### src/dns_name_decompressor_unit_defines.svh
// assertion macros shared by the dns name decompressor sources
`ifndef DNS_NAME_DECOMPRESSOR_UNIT_DEFINES_SVH
`define DNS_NAME_DECOMPRESSOR_UNIT_DEFINES_SVH

// same-cycle implication, checked outside reset
`define DND_ASSERT_IMP(lbl, ante, cons, msg) \
    lbl: assert property (@(posedge clk) disable iff (!rst_n) (ante) |-> (cons)) else $error(msg);

// next-cycle implication, checked outside reset
`define DND_ASSERT_NXT(lbl, ante, cons, msg) \
    lbl: assert property (@(posedge clk) disable iff (!rst_n) (ante) |=> (cons)) else $error(msg);

`endif

### src/dnd_pkg.sv
// types and constants shared by the dns name decompressor modules
package dnd_pkg;

    // wide enough for a 14-bit pointer target plus one step past the store end
    localparam int CUR_W = 15;
    localparam int REM_W = 16;
    localparam logic [7:0] PTR_MARK = 8'hc0;
    localparam logic [7:0] DOT_CHAR = 8'h2e;

    // request kinds carried on the request side tuser
    localparam logic MODE_LOAD   = 1'b0;
    localparam logic MODE_DECODE = 1'b1;

    typedef enum logic [1:0] {
        ST_OK     = 2'd0,
        ST_JUMPS  = 2'd1,
        ST_LONG   = 2'd2,
        ST_RANGE  = 2'd3
    } status_t;

    typedef enum logic [1:0] {
        REM_HOLD,
        REM_LOAD,
        REM_DEC,
        REM_SUB
    } rem_op_t;

    typedef enum logic {
        OUT_CHAR,
        OUT_WORD
    } out_kind_t;

    // commands from the controller to the datapath
    typedef struct packed {
        logic      load_wr;
        logic      start;
        logic      rd;
        logic      hi_cap;
        rem_op_t   rem_op;
        logic      lab_load;
        logic      dot_wr;
        logic      ch_wr;
        logic      ptr_cap;
        logic      jump;
        logic      err_set;
        status_t   err_code;
        logic      k_clr;
        logic      txt_rd;
        logic      k_inc;
        logic      out_load;
        out_kind_t out_kind;
    } cmd_t;

    // status from the datapath to the controller
    typedef struct packed {
        logic cur_ok;
        logic in_place;
        logic rem_zero;
        logic byte_zero;
        logic byte_ptr;
        logic n_zero;
        logic n_full;
        logic lab_zero;
        logic jumps_max;
        logic k_last;
        logic out_free;
    } stat_t;

endpackage

### src/dnd_ctrl.sv
// controller state machine for the dns name walk and result emission
`include "dns_name_decompressor_unit_defines.svh"

module dnd_ctrl
(
    input  logic           clk,
    input  logic           rst_n,
    input  logic           in_valid,
    input  logic           in_mode,
    output logic           in_ready,
    input  dnd_pkg::stat_t st,
    output dnd_pkg::cmd_t  cmd
);
    import dnd_pkg::*;

    typedef enum logic [3:0] {
        S_IDLE,
        S_HI_RD,
        S_HI_USE,
        S_LO_RD,
        S_LO_USE,
        S_LEN_CHK,
        S_LEN_USE,
        S_CH_RD,
        S_CH_USE,
        S_PTR_RD,
        S_PTR_USE,
        S_DONE,
        S_RESULT,
        S_EMIT_RD,
        S_EMIT_OUT
    } state_t;

    state_t state_reg;
    state_t state_next;

    assign in_ready = (state_reg == S_IDLE);

    always_comb
    begin
        state_next = state_reg;
        cmd        = '0;
        unique case (state_reg)
            S_IDLE:
            begin
                if (in_valid)
                begin
                    if (in_mode == MODE_DECODE)
                    begin
                        cmd.start  = 1'b1;
                        state_next = S_HI_RD;
                    end
                    else
                    begin
                        cmd.load_wr = 1'b1;
                    end
                end
            end
            S_HI_RD, S_LO_RD:
            begin
                if (!st.cur_ok)
                begin
                    cmd.err_set  = 1'b1;
                    cmd.err_code = ST_RANGE;
                    state_next   = S_RESULT;
                end
                else
                begin
                    cmd.rd     = 1'b1;
                    state_next = (state_reg == S_HI_RD) ? S_HI_USE : S_LO_USE;
                end
            end
            S_HI_USE:
            begin
                cmd.hi_cap = 1'b1;
                state_next = S_LO_RD;
            end
            S_LO_USE:
            begin
                cmd.rem_op = REM_LOAD;
                state_next = S_LEN_CHK;
            end
            S_LEN_CHK:
            begin
                if (st.in_place && st.rem_zero)
                begin
                    state_next = S_DONE;
                end
                else if (!st.cur_ok)
                begin
                    cmd.err_set  = 1'b1;
                    cmd.err_code = ST_RANGE;
                    state_next   = S_RESULT;
                end
                else
                begin
                    cmd.rd     = 1'b1;
                    cmd.rem_op = REM_DEC;
                    state_next = S_LEN_USE;
                end
            end
            S_LEN_USE:
            begin
                if (st.byte_zero)
                begin
                    state_next = S_DONE;
                end
                else if (st.byte_ptr)
                begin
                    cmd.ptr_cap = 1'b1;
                    state_next  = S_PTR_RD;
                end
                else if (!st.n_zero && st.n_full)
                begin
                    cmd.err_set  = 1'b1;
                    cmd.err_code = ST_LONG;
                    state_next   = S_RESULT;
                end
                else
                begin
                    cmd.dot_wr   = !st.n_zero;
                    cmd.lab_load = 1'b1;
                    cmd.rem_op   = REM_SUB;
                    state_next   = S_CH_RD;
                end
            end
            S_CH_RD:
            begin
                if (st.lab_zero)
                begin
                    state_next = S_LEN_CHK;
                end
                else if (st.n_full)
                begin
                    cmd.err_set  = 1'b1;
                    cmd.err_code = ST_LONG;
                    state_next   = S_RESULT;
                end
                else if (!st.cur_ok)
                begin
                    cmd.err_set  = 1'b1;
                    cmd.err_code = ST_RANGE;
                    state_next   = S_RESULT;
                end
                else
                begin
                    cmd.rd     = 1'b1;
                    state_next = S_CH_USE;
                end
            end
            S_CH_USE:
            begin
                cmd.ch_wr  = 1'b1;
                state_next = S_CH_RD;
            end
            S_PTR_RD:
            begin
                if (!st.cur_ok)
                begin
                    cmd.err_set  = 1'b1;
                    cmd.err_code = ST_RANGE;
                    state_next   = S_RESULT;
                end
                else
                begin
                    cmd.rd     = 1'b1;
                    cmd.rem_op = REM_DEC;
                    state_next = S_PTR_USE;
                end
            end
            S_PTR_USE:
            begin
                if (st.jumps_max)
                begin
                    cmd.err_set  = 1'b1;
                    cmd.err_code = ST_JUMPS;
                    state_next   = S_RESULT;
                end
                else
                begin
                    cmd.jump   = 1'b1;
                    state_next = S_LEN_CHK;
                end
            end
            S_DONE:
            begin
                if (st.n_zero)
                begin
                    state_next = S_RESULT;
                end
                else
                begin
                    cmd.k_clr  = 1'b1;
                    state_next = S_EMIT_RD;
                end
            end
            S_RESULT:
            begin
                if (st.out_free)
                begin
                    cmd.out_load = 1'b1;
                    cmd.out_kind = OUT_WORD;
                    state_next   = S_IDLE;
                end
            end
            S_EMIT_RD:
            begin
                cmd.txt_rd = 1'b1;
                state_next = S_EMIT_OUT;
            end
            S_EMIT_OUT:
            begin
                if (st.out_free)
                begin
                    cmd.out_load = 1'b1;
                    cmd.out_kind = OUT_CHAR;
                    cmd.k_inc    = 1'b1;
                    state_next   = st.k_last ? S_IDLE : S_EMIT_RD;
                end
            end
            default:
            begin
                state_next = S_IDLE;
            end
        endcase
    end

    always_ff @(posedge clk or negedge rst_n)
    begin
        if (!rst_n)
        begin
            state_reg <= S_IDLE;
        end
        else
        begin
            state_reg <= state_next;
        end
    end

    `DND_ASSERT_IMP(a_rd_in_range, cmd.rd, st.cur_ok, "store read outside message")
    `DND_ASSERT_IMP(a_txt_not_full, cmd.ch_wr || cmd.dot_wr, !st.n_full, "name buffer overrun")
    `DND_ASSERT_IMP(a_out_free, cmd.out_load, st.out_free, "result register overwritten")
    `DND_ASSERT_IMP(a_jump_bound, cmd.jump, !st.jumps_max, "pointer followed past bound")
    `DND_ASSERT_NXT(a_start_walk, cmd.start, state_reg == S_HI_RD, "decode did not start")

endmodule

### config.mk
export PLATFORM = sky130hd
export DESIGN_NAME = dnd_ctrl
export DESIGN_NICKNAME = d
export VERILOG_FILES = /design/src/dnd_pkg.sv /design/src/dnd_ctrl.sv
export VERILOG_INCLUDE_DIRS = /design/src /design/src/src
export SDC_FILE = /design/constraint.sdc
export NUM_CORES = 1
export LEC_CHECK = 0
export BUFFER_PORTS_ARGS = -buffer_cell sky130_fd_sc_hd__buf_2
export CAP_MARGIN = 0
export CORE_MARGIN = 4
export CORE_UTILIZATION = 30
export DETAILED_ROUTE_END_ITERATION = 8
export GPL_TIMING_DRIVEN = 1
export PLACE_DENSITY = 0.64
export SYNTH_ARGS = -nofsm -noshare
export SYNTH_HDL_FRONTEND = slang
export SYNTH_SLANG_ARGS = --single-unit
### constraint.sdc
create_clock -name clk -period 1.7 [get_ports clk]
set_clock_uncertainty 0.1 [all_clocks]
set_input_delay 0.085 -clock clk [delete_from_list [all_inputs] [get_ports clk]]
set_output_delay 0.085 -clock clk [all_outputs]
set_load 0.02 [all_outputs]
==> results of run 1 <==
==> kinds of logic after synthesis <==
| logic type | share of synthesized area (%) |
|---|---|
| compound gates | 34.59 |
| buf+inv | 7.751 |
| flops | 15.12 |
| mux | 1.512 |
| simple gates | 41.03 |
==> layout by cell type, fill, tap and decap left out, drive strengths merged, types with 2 or more instances in the layout <==
| master | instances |
|---|---|
| o21ai | 2 |
| inv | 4 |
| nor2 | 10 |
| o22a | 2 |
| buf | 69 |
| dfrtp | 4 |
| a21oi | 11 |
| nor3 | 6 |
| o211ai | 2 |
| o32ai | 2 |
| o22ai | 4 |
| nand2 | 12 |
| nor2b | 3 |
| nand2b | 6 |
| a211oi | 3 |
| nand3 | 3 |
| clkbuf | 3 |
==> path summary, 6_finish.rpt <==
| kind | start | end | slack [ns] | depth (start not counted) |
|---|---|---|---|---|
| max in group asynchronous | rst_n | state_reg[2] | 1.28 | 2 |
| min in group clk | st[1] | state_reg[2] | 0.13 | 4 |
| worst max register to register | state_reg[3] | state_reg[1] | -0.19 | 6 |
| worst min-delay path | rst_n | state_reg[1] | 0.07 | 2 |
| worst max-delay path | state_reg[3] | cmd[7] | -0.29 | 5 |
| worst min register to register | state_reg[1] | state_reg[2] | 0.80 | 4 |
==> layer usage <==
metal	up-vias	wire, um	GRT usage (%)	share of wire (%)
li1	512	-	-	-
met1	534	1268	25.57	37
met2	70	1647	42.52	49
met3	23	293	6.434	8.6
met4	0	186	13.77	5.5
met5	-	0	0	0
==> worst max-delay path, stage by stage, from the launching register on <==
cell and delay [ns]:
sky130_fd_sc_hd__dfrtp_1 0.41, sky130_fd_sc_hd__nand4bb_4 0.24, sky130_fd_sc_hd__or4_4 0.45, sky130_fd_sc_hd__o221ai_4 0.19
sky130_fd_sc_hd__nand2b_4 0.16, sky130_fd_sc_hd__buf_6 0.11
==> cell type report <==
class                           instances  area, um^2
Inverter                                5       22.52
Sequential cell                         4       102.6
Tap cell                               27       33.78
Multi-Input combinational cell         85       671.9
Timing Repair Buffer                   70       565.5
Fill cell                             152       603.1
Clock buffer                            3       22.52
==> cells in the mapped netlist (all sizes together) <==
library cell	count	area [um^2]
or4	1	11.26
mux2i	1	10.01
o32ai	2	17.52
nor2b	3	18.77
nor3	6	30.03
nand4	1	6.260
a211oi	3	22.52
buf	4	21.27
nor3b	1	7.510
inv	5	18.77
a311oi	1	8.760
clkbuf	3	11.26
o22a	2	17.52
o21a	1	7.510
o31a	1	8.760
and2	1	6.260
o21ai	2	10.01
a311o	1	10.01
o211ai	2	15.01
o221ai	1	15.01
o31ai	1	7.510
and3	1	6.260
nand2	12	45.04
o22ai	4	25.02
nor2	10	37.54
dfrtp	4	100.1
a21oi	11	55.05
or3b	1	8.760
nand4bb	1	11.26
or3	1	6.260
or2b	1	8.760
a2bb2oi	1	8.760
nand3	3	15.01
nand2b	6	37.54
and3b	1	8.760
nor4	1	6.260
==> power groups by stage <==
stage	Sequential, uW	Clock [uW]	Combinational, uW
CTS	211	129	1950
floorplan	196	0	955
global placement	219	0	1410
global route	233	142	2410
finish	226	136	2290
detailed placement	223	0	1420
==> stage by stage <==
stage / power [uW] / setup TNS [ns]
4_1_cts: 2291 / -1.374
5_1_grt: 2780 / -3.148
6_report: 2653 / -2.068
3_5_place_dp: 1646 / -0.1158
3_3_place_gp: 1629 / -0.03179
2_1_floorplan: 1151 / -0.05659
==> repair_timing <==
action,4_1_cts,5_1_grt
resized for setup,45,18
buffers inserted,12,9
pin swaps,11,9
endpoints found under the hold margin,4,0
hold buffers,1,0
setup endpoints to repair,14,17
==> out/summary.md, run 1 <==
The run finished, with violations left. The final reports fail on negative setup slack. The initialized floorplan defines 16 standard-cell rows. The tightest hold margin is 0.07320 ns, and the area growth from synthesis to final layout is 114.4%.

Summing all placed instances gives a cell area of 1008 um^2. After detailed routing, the number of remaining DRC violations is 0. The tools report the maximum vdd drop as 0.9890 mV. The tools report the final weighted congestion in routability-driven placement as 0.8117. The number of flip-flops in the largest register came out at 4. The average footprint of a synthesized cell is 6.553 um^2, and the data arrival at the endpoint of the critical path is 1.80 ns. The tools report the via count of the first global-routing pass as 1074. The clock drives 4 sinks. The final hold violation count is 0. TritonCTS built the clock tree. Sequential power share: 8.5%. Using the TritonRoute via totals, the vias-per-cell ratio works out to 5.871.

Summed over all cells, the static leakage comes to 0.0006453 uW. The share of total power dissipated in combinational logic is 86.3%. At the end of the flow, the number of nets in the layout was 184. The total vias in the final route was 1139. For the pin with the worst max-slew slack, the measured transition is 0.3619 ns.

For the number of max-cap violations, the log shows 0. Data required time at the worst endpoint: 1.51 ns. The number of storage elements in the synthesis netlist is 4, and the share of cells above drive strength 1 is 59.28%.

0 antenna diodes ended up in the layout. The depth of the CTS H-tree was 1; the total congestion overflow was 0. Setup repair after global routing could not meet its margin everywhere. The relative contribution of the clock network to total power was 5.1%. The switching part of the total is 46.03%, and the detailed-route wire length is 3395 um.

The critical path is of the register to output port type. The logs give 1432 uW for the internal power consumption and 3 for the CTS buffer count. After synthesis the cells add up to 661.9 um^2. 35 I/O pins were placed. The logs give 0.5026 GHz for the upper clock frequency limit and 171 for the number of placed instances, taps included. Summing all non-filler instances in the final layout gives an area of 1419 um^2.

The first routing iteration left 45 violations. Setup violations remaining at the end of the flow were counted as 16. For this run, the number of Yosys warnings is 0. Post-synthesis cell count: 101.

The tree is rooted in a sky130_fd_sc_hd__clkbuf_4. The max-slew violation count is 0, and the setup slack at placement is -0.05848 ns. The run gives 2036 um as the final HPWL from detailed placement. The number of nets handed over by synthesis was 116. The capturing element type of the critical path is an output port. Post-layout instance count excluding filler cells: 194.

Dividing total power by cell area gives a power density of 1870 nW/um^2. The floorplan step defined a die boundary enclosing 3022 um^2. In the final routed layout, each cell accounts on average for 17.50 um.

The global-route wire length before repair came out at 5037 um. In this run the deepest clock path goes through 2 buffers. The top fanout value on the critical path is 3, and the initial antenna violation count is 0. Buffers placed on the I/O ports in this run total 34. For this run, the detailed router's first-pass iteration total came to 4. Measured against its own limit, the worst slew margin works out to 75.67%. The number of nets with antenna violations after routing is 0.

For this configuration, the core starts out at a cell density of 32.74%. After clock tree synthesis, the clock-pin slew on the worst setup and hold paths is 0.05 ns. The floorplan step defined a core boundary enclosing 2022 um^2.

Clock latency on the worst-skew pair, taken at its later pin, is 0.25 ns. Global routing used 24.08% of the available tracks across all layers. The die is 54.97 um tall.

The path class of the tightest hold or removal check is primary input to async pin. The die boundary width was 54.97 um. The maximum number of pins on one net before global-route repair is 14.

Utilization of the core after routing: 70.17%. For the setup slack after layout, the log shows -0.2897 ns. The shortest clock period the worst path allows after layout is 1.990 ns. The tools report the number of distinct library cell variants in the gate-level netlist after synthesis as 38. The sequential-to-total area share from yosys stat was 15.12%.

The worst setup path is launched from a register. The run gives 1221 uW as the net switching power. The final clock period utilization by the worst path came out at 117.0%.
Note: power is estimated with default switching activity, not from simulation.
==> inputs of run 2 (changes only) <==
Settings changed: PLACE_DENSITY 0.64 to 0.68, SKIP_LAST_GASP from default to 1.
==> run 2 against run 1 <==
The flow still finishes with violations (negative setup slack). Final area shrank 18%. Combinational power shrank 25%. Sequential share of layout area grew 1.6 points. Worst hold slack gained 0.0031 ns.
==> out/summary.md, run 2 (synthesis results as in run 1) <==
The total placed instance area was 978.4 um^2 (-3.0%); the clock-pin slew of the registers on the worst-case setup and hold paths was 0.04 ns (about the same). Met1 wire length: 1148 um (-9.5%). The setup TNS came out at -1.190 ns (+0.8781 ns). TritonCTS built the clock tree.

The setup slack at placement was -0.03946 ns (+0.01902 ns); the storage element area was 102.6 um^2 (unchanged). For the number of ports placed on the die boundary, the log shows 35 (unchanged). The number of flip-flops in the largest register was 4 (unchanged); the latest clock arrival within the worst-skew pair was 0.24 ns (about the same).

The startpoint identified for the worst register-to-register timing path is state_reg[0]. The relative slew slack is 79.27% (+3.6 points), and the global-route total usage across every layer is 19.10% (-5.0 points). The clock sink total was 4 (unchanged). The logs give 0.9066 (+12%) for the final weighted congestion in routability-driven placement and 165 (-10%) for the number of nets in the finished design.

For the area enclosed by the die boundary, the log shows 3022 um^2 (unchanged). The data arrival at the endpoint of the critical path is 1.75 ns (-0.05 ns). The effective utilization at floorplan is 32.74% (unchanged), and the share of cells above drive strength 1 is 50.00% (-9.3 points). Reg-to-reg endpoint: state_reg[1].

The via count of the first global-routing pass came out at 902 (-16%). The ratio of total power to cell area was 1759 nW/um^2 (-5.9%); the largest buffer count on any clock path was 2 (unchanged). The signal on the critical path passes through nand4bb_4, or4_4, o221ai_4, nand2b_4, buf_4. The depth of the worst register-to-register path was 6 (unchanged); the setup slack after layout was -0.2371 ns (+0.05254 ns). The top fanout value on the critical path works out to 2 (-1). The run gives 2691 um (-21%) as the detailed-route wire length. Cell family with the largest share of critical-path delay: simple AND/OR/NAND/NOR gates. The tools report the number of nets with antenna violations after routing as 0 (unchanged). The area growth from synthesis to final layout was 75.80%.

The max-slew violation count was 0 (unchanged). The type of the setup path with the least slack was register to output port. The starting DRC count in detailed routing was 29 (-36%); the die boundary width was 54.97 um (unchanged). The shortest clock period the worst path allows after layout is 1.937 ns (-0.05254 ns). The top cell types in the final layout, fill and taps aside, are 23 x sky130_fd_sc_hd__buf_2, 20 x sky130_fd_sc_hd__buf_4, 11 x sky130_fd_sc_hd__nand2_1. The number of search-and-repair iterations in the first detailed-routing pass is 4 (unchanged). Setup repair after global routing could not meet its margin everywhere.

The count of buffers from port buffering is 34 (unchanged). The total congestion overflow is 0 (unchanged). The number of DRC violations after detailed routing came out at 0 (unchanged). The library cell used most frequently in the layout, excluding fill and tap cells, is sky130_fd_sc_hd__buf_2.

The final standard cell area without fillers was 1164 um^2 (-18%). The final number of setup-violating endpoints was 13 (-3). The run gives 0 (unchanged) as the count of inserted antenna diode cells. The min-delay analysis places its worst path in the category primary input to async pin. STA classifies the critical path endpoint as an output port. The final clock period utilization by the worst path was 113.9% (-3.1 points). The run gives 0.0005256 uW (-19%) as the cell leakage power. Core box area: 2022 um^2 (unchanged).

The total length of routed met2 wires was 1306 um (-21%); the peak per-stage delay on the critical path was 0.45 ns (about the same). The run gives 1 (unchanged) as the depth of the CTS H-tree. The logs give -0.08 ns (+0.11 ns) for the worst reg-to-reg setup slack and 0.5162 GHz (+2.7%) for the upper clock frequency limit. Average detailed-routed wire length per instance: 15.38 um (-12%). The worst setup path is launched from a register. Number of buffer and inverter stages on the critical path: 1 (unchanged). The final HPWL from detailed placement was 1990 um (-2.3%).

The overall die height is 54.97 um (unchanged). The CTS buffer count came out at 3 (unchanged). The run gives 217 um (-26%) as the wire length on met3. The via count normalized by instance count is 5.691 (-3.1%), and the utilization of the core after routing is 57.55% (-13 points). For the fill cell instance count of the final layout, the log shows 179 (+18%).

The run gives 996 (-13%) as the total vias in the final route. The run finished, with violations left. The maximum number of pins on one net before global-route repair was 17 (+3).

The library cell used as clock root buffer was sky130_fd_sc_hd__clkbuf_4. For the standard-cell row count, the log shows 16 (unchanged). Initial antenna violation count: 0 (unchanged). Number of max-cap violations: 0 (unchanged). The checks that failed: negative setup slack. Data required time at the worst endpoint: 1.51 ns (about the same). The final hold violation count came out at 0 (unchanged).

The highest layer touched by signal routing is met4. For this design, the slowest cell found on the critical path is sky130_fd_sc_hd__or4_4. The maximum vdd drop came out at 0.9373 mV (-5.2%).

Worst-margin pin slew: 0.3088 ns (-0.05306 ns). For the global-route wire length before repair, the log shows 4064 um (-19%). The combined area of the multi-input logic cells is 625.6 um^2 (-6.9%).
-- run 2: changes by cell type in the layout (fill, tap and decap cells not counted), sizes merged --
cell and delta:
clkinvlp -1, buf -19, inv +1
-- run 2: worst max-delay path by stage --
stage	slack, ns	depth (start not counted)	endpoint	startpoint
2_1_floorplan	-0.06	4	cmd[7]	state_reg[0]
3_3_place_gp	-0.008	6	cmd[7]	state_reg[1]
3_5_place_dp	-0.04	5	cmd[7]	state_reg[0]
4_1_cts	-0.23	5	cmd[7]	state_reg[3]
5_1_grt	-0.30	5	cmd[7]	state_reg[3]
6_report	-0.24	5	cmd[7]	state_reg[3]
-- run 2: where the power goes --
group          switching (uW)  internal, uW
logic                     917           792
clock network            46.0          79.5
registers                61.7           151
-- run 2: metrics by stage --
stage                     total power, uW  std cells  hold slack, ns
after floorplan                      1151        101         -0.3106
after global placement               1557        167         -0.2011
after detailed placement             1568        167         -0.2004
after CTS                            1864        172         0.07001
after global routing                 2204        175         0.09215
final                                2047        175         0.07631
-- run 2: cell type report --
| class | instances | area share [%] |
|---|---|---|
| multi-input combinational | 85 | 53.76 |
| clock buffer | 3 | 1.935 |
| sequential | 4 | 8.817 |
| timing repair buffer | 51 | 30.75 |
| inverter | 5 | 1.828 |
| tap | 27 | 2.903 |
-- run 2: worst reg2reg max path, delay by kind of cell (launching register included) --
kind / cells / cell delay [ns]
AND/OR/NAND/NOR: 4 / 0.93
flip-flops: 1 / 0.35
buffers and inverters: 2 / 0.28
-- run 2: layer usage --
layer,global-route usage [%],vias to the layer above
met2,29.13,48
met3,5.898,2
met5,0,-
li1,-,471
met1,25.37,475
met4,6.478,0
-- run 2: repair_timing --
item                       CTS  global route
gates cloned                 0             0
hold endpoints to repair     4             0
pin swaps                    3             3
setup buffers                1             3
gates resized for setup     25            13
hold buffers                 1             0
setup endpoints to repair   14            17
==> inputs of run 3 (changes only) <==
--- a/config.mk
+++ b/config.mk
@@ -8,3 +8,2 @@
 export LEC_CHECK = 0
-export BUFFER_PORTS_ARGS = -buffer_cell sky130_fd_sc_hd__buf_2
 export CAP_MARGIN = 0
@@ -13,4 +12,5 @@
 export DETAILED_ROUTE_END_ITERATION = 8
+export DONT_BUFFER_PORTS = 1
 export GPL_TIMING_DRIVEN = 1
-export PLACE_DENSITY = 0.68
+export PLACE_DENSITY = 0.54
 export SKIP_LAST_GASP = 1
==> constraint.sdc (replaced) <==
create_clock -name clk -period 1.6 [get_ports clk]
set_clock_uncertainty 0.1 [all_clocks]
set_input_delay 0.08 -clock clk [delete_from_list [all_inputs] [get_ports clk]]
set_output_delay 0.08 -clock clk [all_outputs]
set_load 0.01 [all_outputs]
==> run 3 against run 2 <==
The flow still finishes with violations (negative setup slack). Setup slack worse by 0.025 ns. Final cell count unchanged. Critical path depth down 1. Routed wire length up 4.2%. Worst hold slack worse by 0.074 ns. First-iteration DRC count down 24%. Die area unchanged. Sequential share of layout area down 1.3 points. Critical path type unchanged. Critical endpoint unchanged. Largest power group unchanged. Highest routed layer unchanged.
==> out/summary.md, run 3 (synthesis results as in run 1) <==
The run finished, with violations left. The checks that failed: negative setup slack. For hold timing, the worst endpoint is state_reg[0].

The tools report the final HPWL from detailed placement as 1843 um (-7.4%). The cell family contributing the most delay on the critical path is simple AND/OR/NAND/NOR gates. Storage element area: 102.6 um^2 (unchanged). Share of cells above drive strength 1: 58.11% (+8.1 points). In the layout the commonest cells are 33 x sky130_fd_sc_hd__buf_4, 12 x sky130_fd_sc_hd__buf_6, 10 x sky130_fd_sc_hd__nand2_1. The tools report the number of ports placed on the die boundary as 35 (unchanged).

The logs give 169 (-5.6%) for the fill cell instance count of the final layout and 0 (unchanged) for the count of inserted antenna diode cells. The depth of the CTS H-tree is 1 (unchanged). Class of the most critical hold timing path: primary input to register. The depth of the worst register-to-register path was 6 (unchanged). The clock sink total is 4 (unchanged), and the via count normalized by instance count is 5.726 (+0.60%). The number of DRC violations after detailed routing is 0 (unchanged), and the detailed-route wire length is 2805 um (+4.2%). The run gives 0 (unchanged) as the number of nets with antenna violations after routing. On the critical path, the stage with the largest delay is an instance of sky130_fd_sc_hd__or4_4.

The type of the setup path with the least slack was register to output port. The starting DRC count in detailed routing was 22 (-24%). The CTS buffer count came out at 3 (unchanged). The peak per-stage delay on the critical path is 0.46 ns (about the same), and the standard-cell row count is 16 (unchanged). The nature of the critical path startpoint is a register. The tools report the cell leakage power as 0.0005730 uW (+9.0%). In this run the most critical hold path is launched from in_mode. Number of buffer and inverter stages on the critical path: 0 (-1).

The logs give 15 (+2) for the final number of setup-violating endpoints and 1360 um^2 (+17%) for the final standard cell area without fillers. The die boundary width came out at 54.97 um (unchanged). The number of flip-flops in the largest register was 4 (unchanged). The latest clock arrival within the worst-skew pair was 0.24 ns (about the same). The effective utilization at floorplan came out at 32.74% (unchanged). Setup repair after global routing could not meet its margin everywhere. The run gives 905 (+0.33%) as the via count of the first global-routing pass. The number of max-cap violations was 0 (unchanged); the area growth from synthesis to final layout was 105.5%. Maximum vdd drop: 1.294 mV (+38%).

The data required time at the worst endpoint is 1.42 ns (-0.09 ns). For the upper clock frequency limit, the log shows 0.5371 GHz. The data arrival at the endpoint of the critical path came out at 1.68 ns (-0.07 ns). STA classifies the critical path endpoint as an output port.

The ratio of total power to cell area was 1941 nW/um^2 (+10%); the global-route total usage across every layer was 18.25% (-0.85 points). The tools report the relative contribution of the clock network to total power as 4.8% (-1.3 points). The switching part of the total came out at 43.80% (-6.3 points). The total vias in the final route is 1002 (+0.60%), and the overall die height is 54.97 um (unchanged). The internal power consumption was 1484 uW (+45%); the net switching power was 1156 uW (+13%). TritonCTS built the clock tree.

The startpoint identified for the worst register-to-register timing path is state_reg[3]. Leaving out fill and tap cells, the most frequent cell in the layout is sky130_fd_sc_hd__buf_4. The logs give 2640 uW (+29%) for the post-layout total power and -0.2617 ns (-0.02461 ns) for the setup slack after layout. The combined area of the multi-input logic cells was 721.9 um^2 (+15%); the worst-margin pin slew was 0.3600 ns (+0.05115 ns).

The clock-pin slew of the registers on the worst-case setup and hold paths works out to 0.04 ns (about the same). The total congestion overflow is 0 (unchanged). The combinational share of power is 85.9% (+2.4 points), and the average detailed-routed wire length per instance is 16.03 um (+4.2%). The reg-to-reg endpoint was state_reg[1]. For the global-route wire length before repair, the log shows 4022 um (-1.0%). Count of buffers from port buffering: 0 (-100%). Traced cell by cell, the critical path runs through nand4bb_4, or4_4, o221ai_4, nand2b_4. The tools report the maximum number of pins on one net before global-route repair as 12 (-5).

The relative slew slack was 75.82% (-3.5 points); the initial antenna violation count was 0 (unchanged). The area enclosed by the die boundary was 3022 um^2 (unchanged). Top fanout value on the critical path: 3 (+1). The library cell used as clock root buffer was sky130_fd_sc_hd__clkbuf_4. The logs give 4 (unchanged) for the number of search-and-repair iterations in the first detailed-routing pass and 909.6 um^2 (-7.0%) for the total placed instance area.

The run gives -0.24 ns (-0.16 ns) as the worst reg-to-reg setup slack. The shortest clock period the worst path allows after layout was 1.862 ns; the final hold violation count was 0 (unchanged). The logs give 165 (unchanged) for the number of nets in the finished design and 9.3% (-1.1 points) for the sequential power share.

The worst hold path passes through 3 cells. The run gives 2022 um^2 (unchanged) as the core box area. After layout, the worst path uses 116.4% of the clock period.

The tools report the largest buffer count on any clock path as 2 (unchanged). The max-slew violation count is 0 (unchanged), and the setup TNS is -2.263 ns (-1.073 ns). The logs give -0.1280 ns (-0.08858 ns) for the setup slack at placement and 0.8925 (-1.6%) for the final weighted congestion in routability-driven placement.
## run 3: metal layers
layer,routed length [um],vias to the layer above,track usage [%]
li1,-,475,-
met1,1082,480,23.38
met2,1473,45,31.50
met3,235,2,4.558
met4,14,0,2.429
met5,0,-,0
## run 3: power groups by stage
| stage | Clock, uW | Combinational [uW] | Sequential, uW |
|---|---|---|---|
| 6_report | 126 | 2270 | 246 |
| 3_3_place_gp | 0 | 1370 | 256 |
| 5_1_grt | 140 | 2430 | 253 |
| 2_1_floorplan | 0 | 930 | 206 |
| 4_1_cts | 132 | 1810 | 247 |
| 3_5_place_dp | 0 | 1380 | 259 |
## run 3: worst reg2reg max path, stage by stage, from the launching register on
cell and delay, ns:
sky130_fd_sc_hd__dfrtp_1 0.39, sky130_fd_sc_hd__buf_4 0.14, sky130_fd_sc_hd__buf_6 0.11, sky130_fd_sc_hd__or2b_4 0.21, sky130_fd_sc_hd__nor3_4 0.04, sky130_fd_sc_hd__or3b_1 0.36
sky130_fd_sc_hd__or3_1 0.37
## run 3: area by class of cell
cell class	instances	area share, %
Clock buffer	3	1.656
Inverter	5	1.564
Multi-Input combinational cell	85	53.08
Sequential cell	4	7.544
Tap cell	27	2.484
Timing Repair Buffer	51	33.67
## run 3: repair_timing
item / CTS / global route
endpoints found under the setup margin: 20 / 22
hold buffers: 3 / 0
hold endpoints to repair: 6 / 0
pin swaps: 5 / 13
setup buffers: 12 / 11
gates resized for setup: 31 / 27
## run 3: metrics by stage
step / utilization, % / hold WS [ns] / cells
after floorplan: - / -0.3156 / 101
after global placement: 44.99 / -0.3155 / 147
after detailed placement: 44.99 / -0.3155 / 147
after CTS: 57.92 / 0.002871 / 165
after global routing: 67.26 / 0.01255 / 175
final: 67.26 / 0.002607 / 175
## run 3: how the worst max path moves through the flow
stage | startpoint | end | depth (start not counted)
3_3_place_gp | state_reg[2] | state_reg[1] | 4
4_1_cts | state_reg[3] | cmd[7] | 4
5_1_grt | state_reg[3] | cmd[7] | 4
6_report | state_reg[3] | cmd[7] | 4
2_1_floorplan | state_reg[2] | state_reg[1] | 5
3_5_place_dp | state_reg[1] | state_reg[1] | 4
